$ cat src/design/histogram_overlap_rebinner_core_assert.svh
// Assertion macros shared by the rebinner modules.
// Expects clk_i and rst_ni in the scope where a macro is used.
`ifndef HISTOGRAM_OVERLAP_REBINNER_CORE_ASSERT_SVH
`define HISTOGRAM_OVERLAP_REBINNER_CORE_ASSERT_SVH

// Check that cons holds in the same cycle as ante.
`define HOR_ASSERT_NOW(lbl, ante, cons) \
  lbl: assert property (@(posedge clk_i) disable iff (!rst_ni) (ante) |-> (cons)) \
    else $error("rebinner check failed");

// Check that cons holds in the cycle after ante.
`define HOR_ASSERT_NEXT(lbl, ante, cons) \
  lbl: assert property (@(posedge clk_i) disable iff (!rst_ni) (ante) |=> (cons)) \
    else $error("rebinner check failed");

`endif

$ cat src/design/hor_pkg.sv
// Shared types and constants of the histogram rebinner.
// No dependencies.
package hor_pkg;

  localparam int CFG_W     = 11;
  localparam int CFG_IDX_W = 4;
  localparam int DATA_W    = 32;
  localparam int WGT_W     = 17;
  localparam int FRAC_W    = 16;
  localparam int SUM_W     = 64;

  localparam logic [1:0] OP_ACC   = 2'd0;
  localparam logic [1:0] OP_READ  = 2'd1;
  localparam logic [1:0] OP_CLEAR = 2'd2;

  localparam logic [CFG_IDX_W-1:0] CFG_IN_BINS  = 4'd0;
  localparam logic [CFG_IDX_W-1:0] CFG_OUT_BINS = 4'd1;

  typedef struct packed {
    logic acc_start;
    logic rd_start;
    logic clr_init;
    logic clr_wr;
    logic pos;
    logic ovl;
    logic div_start;
    logic mul;
    logic sq;
    logic wr;
    logic j_inc;
    logic i_inc;
    logic set_first;
    logic rd_mem;
    logic sqrt_start;
    logic res_load;
    logic res_zero;
  } cmd_t;

  typedef struct packed {
    logic acc_ok;
    logic rd_ok;
    logic j_ok;
    logic hit;
    logic div_done;
    logic sqrt_done;
    logic clr_last;
  } sts_t;

endpackage

$ cat src/design/hor_ctrl.sv
// Sequencer of the rebinner: accepts commands and steps the datapath.
// Depends on hor_pkg and the assertion macro header.
module hor_ctrl import hor_pkg::*; (
  input  logic       clk_i,
  input  logic       rst_ni,
  input  logic       start,
  input  logic [1:0] op_i,
  input  sts_t       sts_i,
  output cmd_t       cmd_o,
  output logic       busy,
  output logic       out_valid_o
);

  typedef enum logic [3:0] {
    ST_IDLE, ST_CLEAR, ST_A_POS, ST_A_OVL, ST_A_DIVS, ST_A_DIVW,
    ST_A_MUL, ST_A_SQ, ST_A_WR, ST_R_MEM, ST_R_SQS, ST_R_SQW
  } state_e;

  state_e state_q, state_d;
  logic   busy_q, valid_q, valid_d;
  cmd_t   cmd;

  always_comb begin
    cmd     = '0;
    state_d = state_q;
    valid_d = 1'b0;
    case (state_q)
      ST_IDLE: begin
        if (start) begin
          case (op_i)
            OP_ACC: begin
              if (sts_i.acc_ok) begin
                cmd.acc_start = 1'b1;
                state_d       = ST_A_POS;
              end
            end
            OP_READ: begin
              if (sts_i.rd_ok) begin
                cmd.rd_start = 1'b1;
                state_d      = ST_R_MEM;
              end else begin
                cmd.res_zero = 1'b1;
                valid_d      = 1'b1;
              end
            end
            OP_CLEAR: begin
              cmd.clr_init = 1'b1;
              state_d      = ST_CLEAR;
            end
            default: ;
          endcase
        end
      end
      ST_CLEAR: begin
        cmd.clr_wr = 1'b1;
        if (sts_i.clr_last) state_d = ST_IDLE;
      end
      ST_A_POS: begin
        if (sts_i.j_ok) begin
          cmd.pos = 1'b1;
          state_d = ST_A_OVL;
        end else begin
          cmd.i_inc = 1'b1;
          state_d   = ST_IDLE;
        end
      end
      ST_A_OVL: begin
        cmd.ovl = 1'b1;
        state_d = ST_A_DIVS;
      end
      ST_A_DIVS: begin
        cmd.div_start = 1'b1;
        state_d       = ST_A_DIVW;
      end
      ST_A_DIVW: begin
        if (sts_i.div_done) state_d = ST_A_MUL;
      end
      ST_A_MUL: begin
        cmd.mul = 1'b1;
        state_d = ST_A_SQ;
      end
      ST_A_SQ: begin
        cmd.sq  = 1'b1;
        state_d = ST_A_WR;
      end
      ST_A_WR: begin
        cmd.wr = 1'b1;
        if (sts_i.hit) begin
          cmd.set_first = 1'b1;
          cmd.i_inc     = 1'b1;
          state_d       = ST_IDLE;
        end else begin
          cmd.j_inc = 1'b1;
          state_d   = ST_A_POS;
        end
      end
      ST_R_MEM: begin
        cmd.rd_mem = 1'b1;
        state_d    = ST_R_SQS;
      end
      ST_R_SQS: begin
        cmd.sqrt_start = 1'b1;
        state_d        = ST_R_SQW;
      end
      ST_R_SQW: begin
        if (sts_i.sqrt_done) begin
          cmd.res_load = 1'b1;
          valid_d      = 1'b1;
          state_d      = ST_IDLE;
        end
      end
      default: state_d = ST_IDLE;
    endcase
  end

  always_ff @(posedge clk_i or negedge rst_ni) begin
    if (!rst_ni) begin
      state_q <= ST_CLEAR;
      busy_q  <= 1'b1;
      valid_q <= 1'b0;
    end else begin
      state_q <= state_d;
      busy_q  <= (state_d != ST_IDLE);
      valid_q <= valid_d;
    end
  end

  assign cmd_o       = cmd;
  assign busy        = busy_q;
  assign out_valid_o = valid_q;

  `include "histogram_overlap_rebinner_core_assert.svh"

  `HOR_ASSERT_NOW(a_div_done_waits, sts_i.div_done, state_q == ST_A_DIVW)
  `HOR_ASSERT_NOW(a_sqrt_done_waits, sts_i.sqrt_done, state_q == ST_R_SQW)

endmodule

$ cat config.mk
export PLATFORM = sky130hd
export DESIGN_NAME = hor_ctrl
export DESIGN_NICKNAME = d
export VERILOG_FILES = /design/src/design/hor_pkg.sv /design/src/design/hor_ctrl.sv
export VERILOG_INCLUDE_DIRS = /design/src /design/src/design
export SDC_FILE = /design/constraint.sdc
export NUM_CORES = 1
export LEC_CHECK = 0
export BUFFER_PORTS_ARGS = -buffer_cell sky130_fd_sc_hd__buf_4
export CAP_MARGIN = 20
export CELL_PAD_IN_SITES_DETAIL_PLACEMENT = 0
export CELL_PAD_IN_SITES_GLOBAL_PLACEMENT = 1
export CORE_MARGIN = 10
export CORE_UTILIZATION = 31
export CTS_CLUSTER_DIAMETER = 150
export CTS_CLUSTER_SIZE = 24
export DETAILED_ROUTE_END_ITERATION = 6
export HOLD_SLACK_MARGIN = 0.05
export PLACE_DENSITY = 0.83
export SLEW_MARGIN = 25
export SYNTH_ARGS = -nofsm -noshare
export SYNTH_HDL_FRONTEND = slang
export SYNTH_SLANG_ARGS = --single-unit
$ cat constraint.sdc
create_clock -name clk_i -period 1.9 [get_ports clk_i]
set_input_delay 0.095 -clock clk_i [delete_from_list [all_inputs] [get_ports clk_i]]
set_output_delay 0.095 -clock clk_i [all_outputs]
set_load 0.05 [all_outputs]
==> impl_metrics.json, run 1 <==
{
  "outcome": "finished clean",
  "syn-num-nets": 86,
  "switchingPower_mw": 0.659,
  "cts_tree": "done",
  "die_h_um": 65.1,
  "p_comb_share_pct": 67.6,
  "synth-main-ff-cell": "dfrtp_1",
  "leakage_nw": 0.426,
  "worst_pin_slew_ps": 321,
  "final_cells": 132,
  "post-cts-setup-buffers": 0,
  "netlist_area_um2": 631,
  "cts.sinks": 6,
  "grtUsageTotal_pct": 9.73,
  "reg2reg_depth": 4,
  "yosysSeqAreaShare_pct": 24.2,
  "ant_nets": 0,
  "post-route-period-util_pct": 92.0,
  "critPathCaptureType": "primary output",
  "die-area_mm2": 0.00424,
  "wl_per_cell_um": 15.2,
  "dpl.cell_count": 128,
  "p_per_area_mw_per_mm2": 1310,
  "synth_enable_flop_cells": 0,
  "synth.distinct_cells": 42,
  "drv_slew": 0,
  "gp_congestion": 0.833,
  "netlist_instances": 74,
  "rsz0062_at_grt": "no",
  "ff_latch_area_um2": 155,
  "dr.pass1.iters": 4,
  "p_int_mw": 0.567,
  "wirelength_mm": 2.01,
  "ys_warn_count": 0,
  "arrival_ps": 1650,
  "startpoint": "state_q[3]",
  "critPathKind": "reg2out",
  "gr-total-overflow": 0,
  "nNetsFinal": 119,
  "avgViaCountPerCell": 5.20,
  "startpoint_type": "flop",
  "placementRows": 16,
  "hp-class": "in2async",
  "grt_pass1_vias": 725,
  "drcViolationCount": 0,
  "syn_avg_cell_area_um2": 8.52,
  "finalSetupTns_ps": 0,
  "fmax_mhz": 572,
  "timing.rr.start": "state_q[3]",
  "layout_common_cells": "buf_4, nor3_2, nor2_1, nand2_1, clkbuf_4",
  "finalCriticalPeriod_ps": 1750,
  "swShare_pct": 53.8,
  "relSlewSlack_pct": 78.3,
  "vias": 686,
  "final_common_cell": "buf_4",
  "critical_path.endpoint": "cmd_o[0]",
  "cts_buffers": 3,
  "io_pins": 31,
  "power_frac_clock_pct": 9.3,
  "clkTransAtPathRegs_ps": 40,
  "antenna_cells": 0,
  "finClkSkew_ps": 2.30,
  "ctsRootBufferMaster": "clkbuf_4",
  "place_hpwl_mm": 1.64,
  "drt_iter0_markers": 11,
  "rrSetupSlack_ps": 220,
  "start_util_pct": 32.5,
  "fill_cells": 198,
  "crit_fanout": 17,
  "maxCapViolCount": 0,
  "grt_pass1_wl_mm": 3.48,
  "coreArea_mm2": 0.00194,
  "worst_r2r_endpoint": "busy",
  "vdd_ir_drop_max_mv": 0.638,
  "antenna_found_initial": 0,
  "setup_viol": 0,
  "synth_seq_cells": 6,
  "finalPower_mw": 1.23,
  "layout-drive-gt1-share_pct": 57.1,
  "required_ps": 1800,
  "port_buffers": 30,
  "h-tree-depth": 1,
  "areaGrowthSynthToFinish_pct": 48.8,
  "dieWidth_um": 65.1,
  "seqPwrFrac_pct": 23.1,
  "clockBufferDepth": 2,
  "grt_max_degree": 18,
  "multiInputGateArea_um2": 448,
  "clk_latency_ps": 240,
  "async_reset_ff_share_pct": 100,
  "finalHoldViolCount": 0
}
## metal layers
metal  vias to the layer above  GRT usage (%)  wire length (um)
li1                        337              -                 -
met1                       325           11.6               835
met2                        24           16.1              1030
met3                         0           3.05               139
met4                         0           3.21                 0
met5                         -              0                 0
## power by group through the flow
stage / registers (mW) / clock network (mW) / logic, mW
after floorplan: 0.245 / 0 / 0.706
after global placement: 0.280 / 0 / 0.823
after detailed placement: 0.280 / 0 / 0.826
after CTS: 0.277 / 0.119 / 0.830
after global routing: 0.298 / 0.126 / 0.890
final: 0.284 / 0.114 / 0.829
## worst max-delay path, cell delays in order, from the launching register on
cell,delay (ps)
dfrtp_2,500
nor2_1,210
nand3_1,220
nor4_2,230
buf_4,250
## synthesized netlist by cell type, drive strengths merged (2+ instances only)
library cell / count / area (um^2)
dfrtp: 4 / 100
and2b: 2 / 15.0
dfstp: 2 / 52.6
nand2: 4 / 15.0
or2b: 2 / 17.5
nor3b: 2 / 15.0
nor4: 2 / 12.5
buf: 6 / 57.6
inv: 3 / 13.8
a211o: 2 / 17.5
nand2b: 2 / 12.5
a31oi: 2 / 12.5
and3: 2 / 17.5
nor2: 6 / 22.5
nor3: 9 / 45.0
a211oi: 3 / 27.5
## registers in the layout (all words and copies together) (netlist names)
register	count
state_q	4
busy	1
out_valid_o	1
## cells by family (layout without fill, tap and decap cells)
| logic type | Yosys count | count (layout) | synth area share, % |
|---|---|---|---|
| compound gates | 15 | 15 | 20.4 |
| simple gates | 42 | 42 | 40.5 |
| flops | 6 | 6 | 24.2 |
| xor+xnor | 1 | 1 | 1.39 |
| buf+inv | 10 | 41 | 13.5 |
## cell type report
cell class                 instances  share of cell area (%)
timing repair buffer              35                    28.3
multi-input combinational         58                    47.7
inverter                           3                    1.47
sequential                         6                    16.5
clock buffer                       3                    2.40
tap                               27                    3.60
## timing repair
action | 4_1_cts | 5_1_grt
hold endpoints to repair | 6 | 0
hold buffers | 1 | 0
gates resized for setup | 0 | 3
setup endpoints to repair | 0 | 2
## per-stage QoR
stage / hold WS, ps / setup WS [ps] / utilization, % / instance area (um^2)
3_3_place_gp: -97.2 / 206 / 46.4 / 901
3_5_place_dp: -96.7 / 176 / 46.4 / 901
6_report: 202 / 151 / 48.3 / 938
2_1_floorplan: -201 / -143 / - / 683
5_1_grt: 212 / 24.7 / 48.3 / 938
4_1_cts: 192 / 33.3 / 48.1 / 933
## worst min-delay path by stage
| stage | to | cells after the start | from | slack, ps |
|---|---|---|---|---|
| finish | state_q[1] | 2 | rst_ni | 200 |
| global route | state_q[1] | 2 | rst_ni | 210 |
| CTS | state_q[2] | 2 | rst_ni | 190 |
| detailed placement | state_q[2] | 1 | rst_ni | -100 |
| global placement | state_q[1] | 1 | rst_ni | -100 |
| floorplan | out_valid_o | 0 | rst_ni | -200 |
Power figures use the tool's default switching activity.
==> inputs of run 2 (changes only) <==
--- a/config.mk
+++ b/config.mk
@@ -8,15 +8,16 @@
 export LEC_CHECK = 0
 export BUFFER_PORTS_ARGS = -buffer_cell sky130_fd_sc_hd__buf_4
 export CAP_MARGIN = 20
-export CELL_PAD_IN_SITES_DETAIL_PLACEMENT = 0
+export CELL_PAD_IN_SITES_DETAIL_PLACEMENT = 1
 export CELL_PAD_IN_SITES_GLOBAL_PLACEMENT = 1
 export CORE_MARGIN = 10
-export CORE_UTILIZATION = 31
+export CORE_UTILIZATION = 33
+export CTS_BUF_LIST = sky130_fd_sc_hd__clkbuf_2
 export CTS_CLUSTER_DIAMETER = 150
 export CTS_CLUSTER_SIZE = 24
 export DETAILED_ROUTE_END_ITERATION = 6
 export HOLD_SLACK_MARGIN = 0.05
-export PLACE_DENSITY = 0.83
+export PLACE_DENSITY = 0.87
 export SLEW_MARGIN = 25
 export SYNTH_ARGS = -nofsm -noshare
 export SYNTH_HDL_FRONTEND = slang
==> impl_metrics.json, run 2 (synthesis results as in run 1) <==
{
  "outcome": "finished clean",
  "grt_pass1_wl_mm": 3.82,
  "crit_slowest_cell": "dfrtp_1",
  "cts_buffers": 3,
  "fmax_mhz": 574,
  "crit_fanout": 9,
  "grtUsageTotal_pct": 11.8,
  "drt_iter0_markers": 23,
  "antenna_found_initial": 0,
  "port_buffers": 30,
  "layout_common_cells": "buf_4, nor3_2, clkbuf_2",
  "pre_cts_slack_ps": 144,
  "arrival_ps": 1900,
  "max_stage_delay_ps": 500,
  "drcViolationCount": 0,
  "critPathKind": "reg2reg",
  "ant_nets": 0,
  "hp-class": "in2async",
  "die-area_mm2": 0.00406,
  "io_pins": 31,
  "layout-drive-gt1-share_pct": 61.3,
  "antenna_cells": 0,
  "dieWidth_um": 63.7,
  "cts.sinks": 6,
  "finClkSkew_ps": 10.7,
  "finalSetupTns_ps": 0,
  "wirelength_mm": 2.28,
  "areaGrowthSynthToFinish_pct": 50.0,
  "clkTransAtPathRegs_ps": 70,
  "worst_pin_slew_ps": 348,
  "grt_pass1_vias": 751,
  "final_common_cell": "buf_4",
  "path_cells": "buf_4 > a211o_1 > a31oi_1 > a211oi_1 > or3b_1",
  "critPathCaptureType": "flop",
  "drv_slew": 0,
  "largest_reg_flops": 4,
  "place_hpwl_mm": 1.89,
  "clk_latency_ps": 240,
  "vias": 710,
  "avgViaCountPerCell": 5.42,
  "ctsRootBufferMaster": "clkbuf_2",
  "crit_buf_inv": 1,
  "path_delay_family": "compound AO/OA/AOI/OAI gates",
  "finalPower_mw": 1.25,
  "dr.pass1.iters": 4,
  "grt_max_degree": 15,
  "regMostFlops": "state_q",
  "required_ps": 2060,
  "rsz0062_at_grt": "no",
  "cts_tree": "done",
  "vdd_ir_drop_max_mv": 0.637,
  "post-route-period-util_pct": 91.6,
  "relSlewSlack_pct": 76.5,
  "gp_congestion": 0.792,
  "h-tree-depth": 1,
  "gr-total-overflow": 0,
  "finalCriticalPeriod_ps": 1740,
  "placementRows": 15,
  "leakage_nw": 0.431,
  "coreArea_mm2": 0.00176,
  "setup_ws_ps": 159,
  "start_util_pct": 35.7,
  "nNetsFinal": 119,
  "maxCapViolCount": 0,
  "p_per_area_mw_per_mm2": 1320,
  "finalHoldViolCount": 0,
  "wl_per_cell_um": 17.4,
  "startpoint_type": "flop",
  "clockBufferDepth": 2,
  "setup_viol": 0,
  "die_h_um": 63.7
}
==> run 2: cell count changes in the layout (fill, tap and decap cells not counted), sizes merged <==
cell and delta:
clkbuf +1
==> run 2: area by class of cell <==
| class | count | area, um^2 |
|---|---|---|
| sequential | 6 | 155 |
| fill | 231 | 818 |
| inverter | 3 | 13.8 |
| clock buffer | 4 | 20.0 |
| multi-input combinational | 58 | 460 |
| timing repair buffer | 35 | 265 |
| tap | 25 | 31.3 |
==> run 2: power breakdown <==
group,switching (mW),internal (mW)
Clock,0.0534,0.0557
Combinational,0.531,0.309
Sequential,0.113,0.190
Total,0.698,0.555
==> run 2: what timing repair did <==
item / in CTS / in global routing
buffers inserted: 0 / 0
setup endpoints to repair: 1 / 4
gates resized for setup: 1 / 6
hold buffers: 1 / 0
endpoints found under the hold margin: 6 / 0
==> run 2: worst register-to-register path, cell delays in order (launching register included) <==
cell      delay, ps
dfrtp_1         500
buf_4           220
a211o_1         290
a31oi_1         190
a211oi_1         80
or3b_1          380
==> run 2: per-layer routing <==
layer  global-route usage [%]  vias to the layer above  share of wire [%]
met5                        0                        -                  0
met4                     6.56                        0                2.7
met3                     5.48                        6                7.9
met2                     17.6                       32                 45
met1                     13.5                      333                 44
li1                         -                      339                  -
==> run 2: worst paths after layout <==
kind                                  from    endpoint  slack [ps]  cells after the start
worst min-delay path                rst_ni  state_q[3]         180                      2
worst max-delay path            state_q[3]        busy         160                      5
max in group asynchronous           rst_ni  state_q[0]        1500                      2
worst max register to register  state_q[3]        busy         160                      5
min in group clk_i                   start  state_q[0]         230                      3
worst min register to register  state_q[3]  state_q[0]         740                      1
==> run 2: stage by stage <==
stage,cells,utilization [%],hold slack [ps],instance area (um^2)
6_report,131,53.6,184,946
5_1_grt,131,53.6,175,946
4_1_cts,131,52.7,179,930
3_5_place_dp,126,50.9,-95.4,898
3_3_place_gp,126,50.9,-97.3,898
2_1_floorplan,74,-,-201,683
==> inputs of run 3 (changes only) <==
--- a/config.mk
+++ b/config.mk
@@ -11,13 +11,13 @@
 export CELL_PAD_IN_SITES_DETAIL_PLACEMENT = 1
 export CELL_PAD_IN_SITES_GLOBAL_PLACEMENT = 1
 export CORE_MARGIN = 10
-export CORE_UTILIZATION = 33
+export CORE_UTILIZATION = 25
 export CTS_BUF_LIST = sky130_fd_sc_hd__clkbuf_2
 export CTS_CLUSTER_DIAMETER = 150
 export CTS_CLUSTER_SIZE = 24
 export DETAILED_ROUTE_END_ITERATION = 6
-export HOLD_SLACK_MARGIN = 0.05
-export PLACE_DENSITY = 0.87
+export HOLD_SLACK_MARGIN = 0.06
+export PLACE_DENSITY = 0.7
 export SLEW_MARGIN = 25
 export SYNTH_ARGS = -nofsm -noshare
 export SYNTH_HDL_FRONTEND = slang
==> impl_metrics.json, run 3 (synthesis results as in run 1) <==
{
  "nNetsFinal": 119,
  "cts_buffers": 3,
  "placed_area_um2": 905,
  "cts_tree": "done",
  "grt_pass1_wl_mm": 3.72,
  "dr.pass1.iters": 4,
  "place_hpwl_mm": 1.82,
  "post-cts-setup-buffers": 0,
  "port_buffers": 30,
  "finClkSkew_ps": 0.749,
  "areaGrowthSynthToFinish_pct": 50.0,
  "rsz0062_at_grt": "no",
  "path_delay_family": "flip-flops",
  "maxCapViolCount": 0,
  "finalHoldViolCount": 0,
  "die_h_um": 70.2,
  "crit_top_cell": "buf_4",
  "antenna_cells": 0,
  "fill_cells": 309,
  "avgViaCountPerCell": 5.14,
  "grt_max_degree": 16,
  "final_common_cell": "buf_4",
  "design_area_um2": 946,
  "finalCriticalPeriod_ps": 1770,
  "clockBufferDepth": 2,
  "wirelength_mm": 2.17,
  "p_per_area_mw_per_mm2": 1270,
  "grtUsageTotal_pct": 8.93,
  "fmax_mhz": 566,
  "max_stage_delay_ps": 640,
  "fin_util_pct": 38.9,
  "path_cells": "buf_4 > nand2_1 > nor2_2 > buf_4",
  "ant_nets": 0,
  "post-route-period-util_pct": 92.9,
  "reg2reg_depth": 4,
  "finalSetupTns_ps": 0,
  "leakage_nw": 0.426,
  "worst_pin_slew_ps": 340,
  "outcome": "finished clean",
  "whs_ps": 224,
  "timing.rr.start": "state_q[3]",
  "grt_pass1_vias": 758,
  "setup_viol": 0,
  "crit_buf_inv": 2,
  "hp-class": "in2async",
  "die-area_mm2": 0.00493,
  "vdd_ir_drop_max_mv": 0.493,
  "layout-drive-gt1-share_pct": 58.1,
  "relSlewSlack_pct": 77.0,
  "critPathKind": "reg2out",
  "ctsRootBufferMaster": "clkbuf_2",
  "critPathCaptureType": "primary output",
  "startpoint_type": "flop",
  "crit_fanout": 10,
  "worst_r2r_endpoint": "busy",
  "clk_latency_ps": 210,
  "wl_per_cell_um": 16.1,
  "placementRows": 18,
  "start_util_pct": 25.9,
  "antenna_found_initial": 0,
  "io_pins": 31,
  "cts.sinks": 6,
  "vias": 694,
  "rrSetupSlack_ps": 280,
  "required_ps": 1800,
  "drv_slew": 0,
  "regMostFlops": "state_q",
  "crit_slowest_cell": "dfstp_2",
  "h-tree-depth": 1,
  "arrival_ps": 1670,
  "drt_iter0_markers": 28,
  "gp_congestion": 0.726,
  "gr-total-overflow": 0,
  "dieWidth_um": 70.2,
  "dpl.cell_count": 131,
  "coreArea_mm2": 0.00243,
  "drcViolationCount": 0,
  "clkTransAtPathRegs_ps": 60,
  "layout_common_cells": "buf_4, nor3_2, nand2_1, nor2_1, clkbuf_2",
  "largest_reg_flops": 4,
  "final_cells": 135
}
run 3: cell types whose count changed in the layout (fill, tap and decap cells not counted), sizes merged:
cell    before  now
clkbuf       4    3
run 3: stage by stage:
stage / power [mW] / setup WS, ps
after floorplan: 0.951 / -143
after global placement: 1.11 / 187
after detailed placement: 1.12 / 166
after CTS: 1.21 / 57.3
after global routing: 1.30 / 7.04
final: 1.20 / 135
run 3: worst max-delay path by stage:
stage             endpoint  cells after the start  startpoint  slack (ps)
2_1_floorplan  out_valid_o                      5  state_q[0]        -140
3_3_place_gp          busy                      4  state_q[3]         190
3_5_place_dp          busy                      4  state_q[3]         170
4_1_cts           cmd_o[0]                      4  state_q[3]          60
5_1_grt          cmd_o[11]                      4  state_q[0]           7
6_report          cmd_o[1]                      4  state_q[0]         130
run 3: cell type report:
cell class	instances	area, um^2	area share, %
Multi-Input combinational cell	58	459	48.5
Timing Repair Buffer	35	265	28.0
Sequential cell	6	155	16.4
Tap cell	30	37.5	3.97
Clock buffer	3	15.0	1.59
Inverter	3	13.8	1.46
run 3: timing repair:
item,CTS,global route
resized for setup,0,5
hold buffers,1,0
endpoints found under the hold margin,6,0
setup endpoints to repair,0,5
run 3: per-layer routing:
metal | vias up | share of wire (%) | routed length, um | GRT usage, %
met4 | 0 | 0 | 0 | 3.29
li1 | 336 | - | - | -
met3 | 0 | 5.8 | 126 | 2.97
met5 | - | 0 | 0 | 0
met2 | 18 | 49 | 1070 | 13.9
met1 | 340 | 45 | 977 | 11.0
run 3: power breakdown:
part / internal [mW] / leakage, nW / total (mW) / switching [mW]
registers: 0.190 / 0.0718 / 0.300 / 0.109
logic: 0.305 / 0.342 / 0.818 / 0.512
clock network: 0.0427 / 0.0125 / 0.0846 / 0.0418
